File: src/rtl/armn_pkg.sv
package armn_pkg;

    localparam int COL_W = 7;

    typedef enum logic [1:0] {
        OP_WRITE = 2'd0,
        OP_FIRST = 2'd1,
        OP_NEXT  = 2'd2,
        OP_NONE  = 2'd3
    } op_e;

    typedef struct packed {
        logic [1:0]  operation;
        logic [5:0]  row_vertex;
        logic [5:0]  other_vertex;
        logic [31:0] weight;
    } in_item_t;

    typedef struct packed {
        logic [5:0] neighbour;
        logic       found;
    } out_item_t;

    typedef struct packed {
        logic             clear;
        logic             load_floor;
        logic             has_floor;
        logic             cmp_vld;
        logic [COL_W-1:0] col;
    } scan_ctrl_t;

endpackage

File: src/rtl/armn_scan.sv
module armn_scan
    import armn_pkg::*;
    #(
        parameter int WEIGHT_BITS = 32
    )
    (
        input  logic                   clk,
        input  logic                   rst_n,
        input  scan_ctrl_t             ctrl,
        input  logic [WEIGHT_BITS-1:0] rdata,
        output out_item_t              result
    );

    logic [WEIGHT_BITS-1:0] floor_reg;
    logic [WEIGHT_BITS-1:0] best_reg;
    logic [COL_W-1:0]       pick_reg;
    logic                   hit_reg;
    logic                   take;

    // all-ones weight never qualifies since best starts there and compare is strict
    assign take = ctrl.cmp_vld && (!ctrl.has_floor || (rdata > floor_reg))
                  && (rdata < best_reg);

    always_ff @(posedge clk or negedge rst_n)
    begin
        if (!rst_n)
        begin
            pick_reg <= '0;
            hit_reg  <= 1'b0;
        end
        else if (ctrl.clear)
        begin
            pick_reg <= '0;
            hit_reg  <= 1'b0;
        end
        else if (take)
        begin
            pick_reg <= ctrl.col;
            hit_reg  <= 1'b1;
        end
    end

    always_ff @(posedge clk)
    begin
        if (ctrl.clear)
        begin
            best_reg <= '1;
        end
        else if (take)
        begin
            best_reg <= rdata;
        end
        if (ctrl.load_floor)
        begin
            floor_reg <= rdata;
        end
    end

    assign result.neighbour = pick_reg[5:0];
    assign result.found     = hit_reg;

endmodule

File: config.mk
export PLATFORM = sky130hd
export DESIGN_NAME = armn_scan
export DESIGN_NICKNAME = d
export VERILOG_FILES = /design/src/rtl/armn_pkg.sv /design/src/rtl/armn_scan.sv
export SDC_FILE = /design/constraint.sdc
export NUM_CORES = 1
export LEC_CHECK = 0
export BUFFER_PORTS_ARGS = -buffer_cell sky130_fd_sc_hd__buf_2
export CORE_UTILIZATION = 53
export CTS_CLUSTER_SIZE = 10
export DETAILED_ROUTE_END_ITERATION = 8
export PLACE_DENSITY = 0.89
export SYNTH_ARGS = -nofsm -noshare
export SYNTH_HDL_FRONTEND = slang
export SYNTH_SLANG_ARGS = --single-unit
export TNS_END_PERCENT = 1
File: constraint.sdc
create_clock -name clk -period 2.53 [get_ports clk]
set_clock_uncertainty 0.2 [all_clocks]
set_input_delay 0.253 -clock clk [delete_from_list [all_inputs] [get_ports clk]]
set_output_delay 0.253 -clock clk [all_outputs]
set_load 0.02 [all_outputs]
==> flow_summary.yaml <==
synth:
  syn_avg_cell_area_um2: 9.777
  yosys_warnings: 0
  synth_fp_nets: 533
  synthFlopType: "edfxtp_1"
  yosysUniqueCellTypes: 34
  ys_ff_latch: 71
  postSynthCellCount: 425
  seq_area_frac_synth_pct: 42.76
  syn-cell-area_um2: 4155
  synth-edff-count: 32
  async_flop_share_pct: 9.859
global_routing:
  grt_max_degree: 33
  antenna_found_initial: 0
  grt_use_total_pct: 26.46
  grt-ovfl-total: 0
  grt_pass1_vias: 3578
  grt_pass1_wl_um: 16720
final_layout:
  final_util_pct: 72.86
  final_common_cell: "nor2_1"
  fin_cells: 636
  multi_input_area_um2: 2202
  fin_nets: 640
  final_cell_mix: "nor2_1 (67), inv_1 (63), ha_1 (58)"
  area_growth_pct: 29.90
  drive_above_1_share_pct: 21.79
  register_area_um2: 1777
  n_fill_cell: 465
  n_antenna_cell: 0
worst_setup_path:
  endpoint_kind: "flop"
  critical_path_arrival_ns: 2.77
  cp_cell_sequence: "inv_1 > ha_4 > nand4_1 > and4bb_2 > nand2_4 > o41ai_4 > a211oi_2 > o211ai_4 > buf_12 > buf_12 > mux2i_1"
  critPathKind: "reg2reg"
  max_stage_delay_ns: 0.40
  startpoint_type: "flop"
  cp_max_fo: 10
  critPathMostFrequentCell: "buf_12"
  critPathSlowestCell: "and4bb_2"
  critical_path_required_ns: 2.62
floorplan:
  ios: 52
  die-area_um2: 8198
  core-area_um2: 7408
  fp-row-count: 31
  die_y_um: 90.55
  start_util_pct: 56.09
  die_w_um: 90.55
clocking:
  clock_path_buffers: 2
  root_buffer: "clkbuf_8"
  tritoncts: "done"
  h-tree-depth: 3
  cts_sinks: 71
  clk_latency_ns: 0.37
  cts_buffers: 9
  cts.clk_slew.worst_paths_ns: 0.08
run:
  maxCapViolCount: 0
detailed_routing:
  via_per_inst: 5.470
  dr.pass1.iters: 4
  drt_iter0_markers: 180
  ant_nets: 0
  wl_per_cell_um: 16.37
  drt-total-wl_um: 10410
  vias: 3479
  drc: 0
power:
  peakVddDrop_v: 0.0004249
  leakage_nw: 2.888
  powerDensity_nw_per_um2: 549.0
sta:
  maxSlewHeadroom_pct: 46.04
  drv_slew: 0
  hold_viol: 0
  fin_tns_setup_ns: -3.168
  grt_setup_unrepaired: "true"
  setup_viol: 35
  fin_crit_ns: 2.688
  period_share_pct: 106.3
  layout_setup_ws_ns: -0.1584
  worstMarginPinSlew_ns: 0.8094
  fmax_mhz: 372.0
placed_design:
  dp.cells: 588
  port_buffers: 50
  dpl.hpwl_um: 6475
  gp_congestion: 0.8681
outcome:
  status: "finished, violations left"
  violations: "negative setup slack"
min_path:
  hp-class: "in2reg"
## metal layers
layer	up-vias	wire (um)	track usage, %
met2	115	5448	48.42
li1	1674	-	-
met5	-	0	0
met4	0	391	11.83
met3	36	471	6.145
met1	1654	4099	28.83
## critical path: cells and delay by family (launching register included)
family,cells,cell delay (ns)
compound gates,3,0.56
fa+ha+maj,1,0.26
mux,1,0.23
flops,1,0.35
buf+inv,3,0.38
simple gates,3,0.63
## area by class of cell
class / count / area share, %
flip-flops and latches: 71 / 32.92
multi-input cells: 276 / 40.80
repair buffers: 110 / 15.90
inverters: 64 / 4.451
clock inverters: 7 / 1.344
well taps: 99 / 2.295
clock buffers: 9 / 2.295
## cells in the mapped netlist (3+ instances only)
cell / n / area share (%)
nand2_1: 15 / 1.4
a211oi_1: 3 / 0.54
clkbuf_1: 9 / 0.81
o21ai_0: 7 / 0.84
buf_4: 3 / 0.54
nand4_1: 9 / 1.4
a21o_1: 4 / 0.72
o21ai_1: 3 / 0.36
nand2b_1: 14 / 2.1
dfxtp_1: 32 / 15
ha_1: 63 / 19
inv_1: 64 / 5.8
a21oi_1: 24 / 2.9
dfrtp_1: 7 / 4.2
mux2i_1: 38 / 9.2
and4_1: 3 / 0.63
nand3_1: 8 / 0.96
edfxtp_1: 32 / 23
nor2_1: 67 / 6.1
## kinds of logic after synthesis
logic type	after synthesis	share of synthesized area, %
AO/OA/AOI/OAI	52	7.678
flip-flops	71	42.76
buffers and inverters	78	7.678
multiplexers	38	9.154
adder cells (fa/ha/maj)	63	18.97
AND/OR/NAND/NOR	123	13.76
## final timing paths
path                            cells after the start            to           from  slack [ns]
min in group asynchronous                           2   pick_reg[1]          rst_n        0.05
worst min register to register                      2       hit_reg        hit_reg        0.31
worst max-delay path                               11  best_reg[28]  floor_reg[30]       -0.16
worst min-delay path                                2  floor_reg[1]       rdata[1]       0.004
worst max register to register                     11  best_reg[28]  floor_reg[30]       -0.16
max in group asynchronous                           2       hit_reg          rst_n        1.92
## power by group
part	internal [mW]	switching [mW]	leakage (nW)	total [mW]
Clock	0.456	0.462	0.0956	0.918
Sequential	1.30	0.0404	0.671	1.34
Combinational	0.339	0.367	2.12	0.706
## through the flow
step | power (mW) | instance area, um^2 | setup slack [ns] | hold WS, ns
2_1_floorplan | 1.713 | 4155 | 0.1653 | -0.2426
3_3_place_gp | 1.883 | 4695 | -0.1144 | -0.1113
3_5_place_dp | 1.929 | 4695 | -0.2135 | -0.1058
4_1_cts | 2.935 | 5381 | -0.01833 | 0.0008562
5_1_grt | 3.096 | 5398 | -0.2145 | 0.007565
6_report | 2.963 | 5398 | -0.1584 | 0.004058
## what timing repair did
action / in CTS / in global routing
endpoints found under the setup margin: 39 / 39
cloned: 2 / 0
gates resized for setup: 18 / 10
hold buffers: 29 / 0
pin swaps: 11 / 1
buffers inserted: 1 / 0
hold endpoints to repair: 37 / 0
No activity file was read; power rests on OpenSTA's default activity.
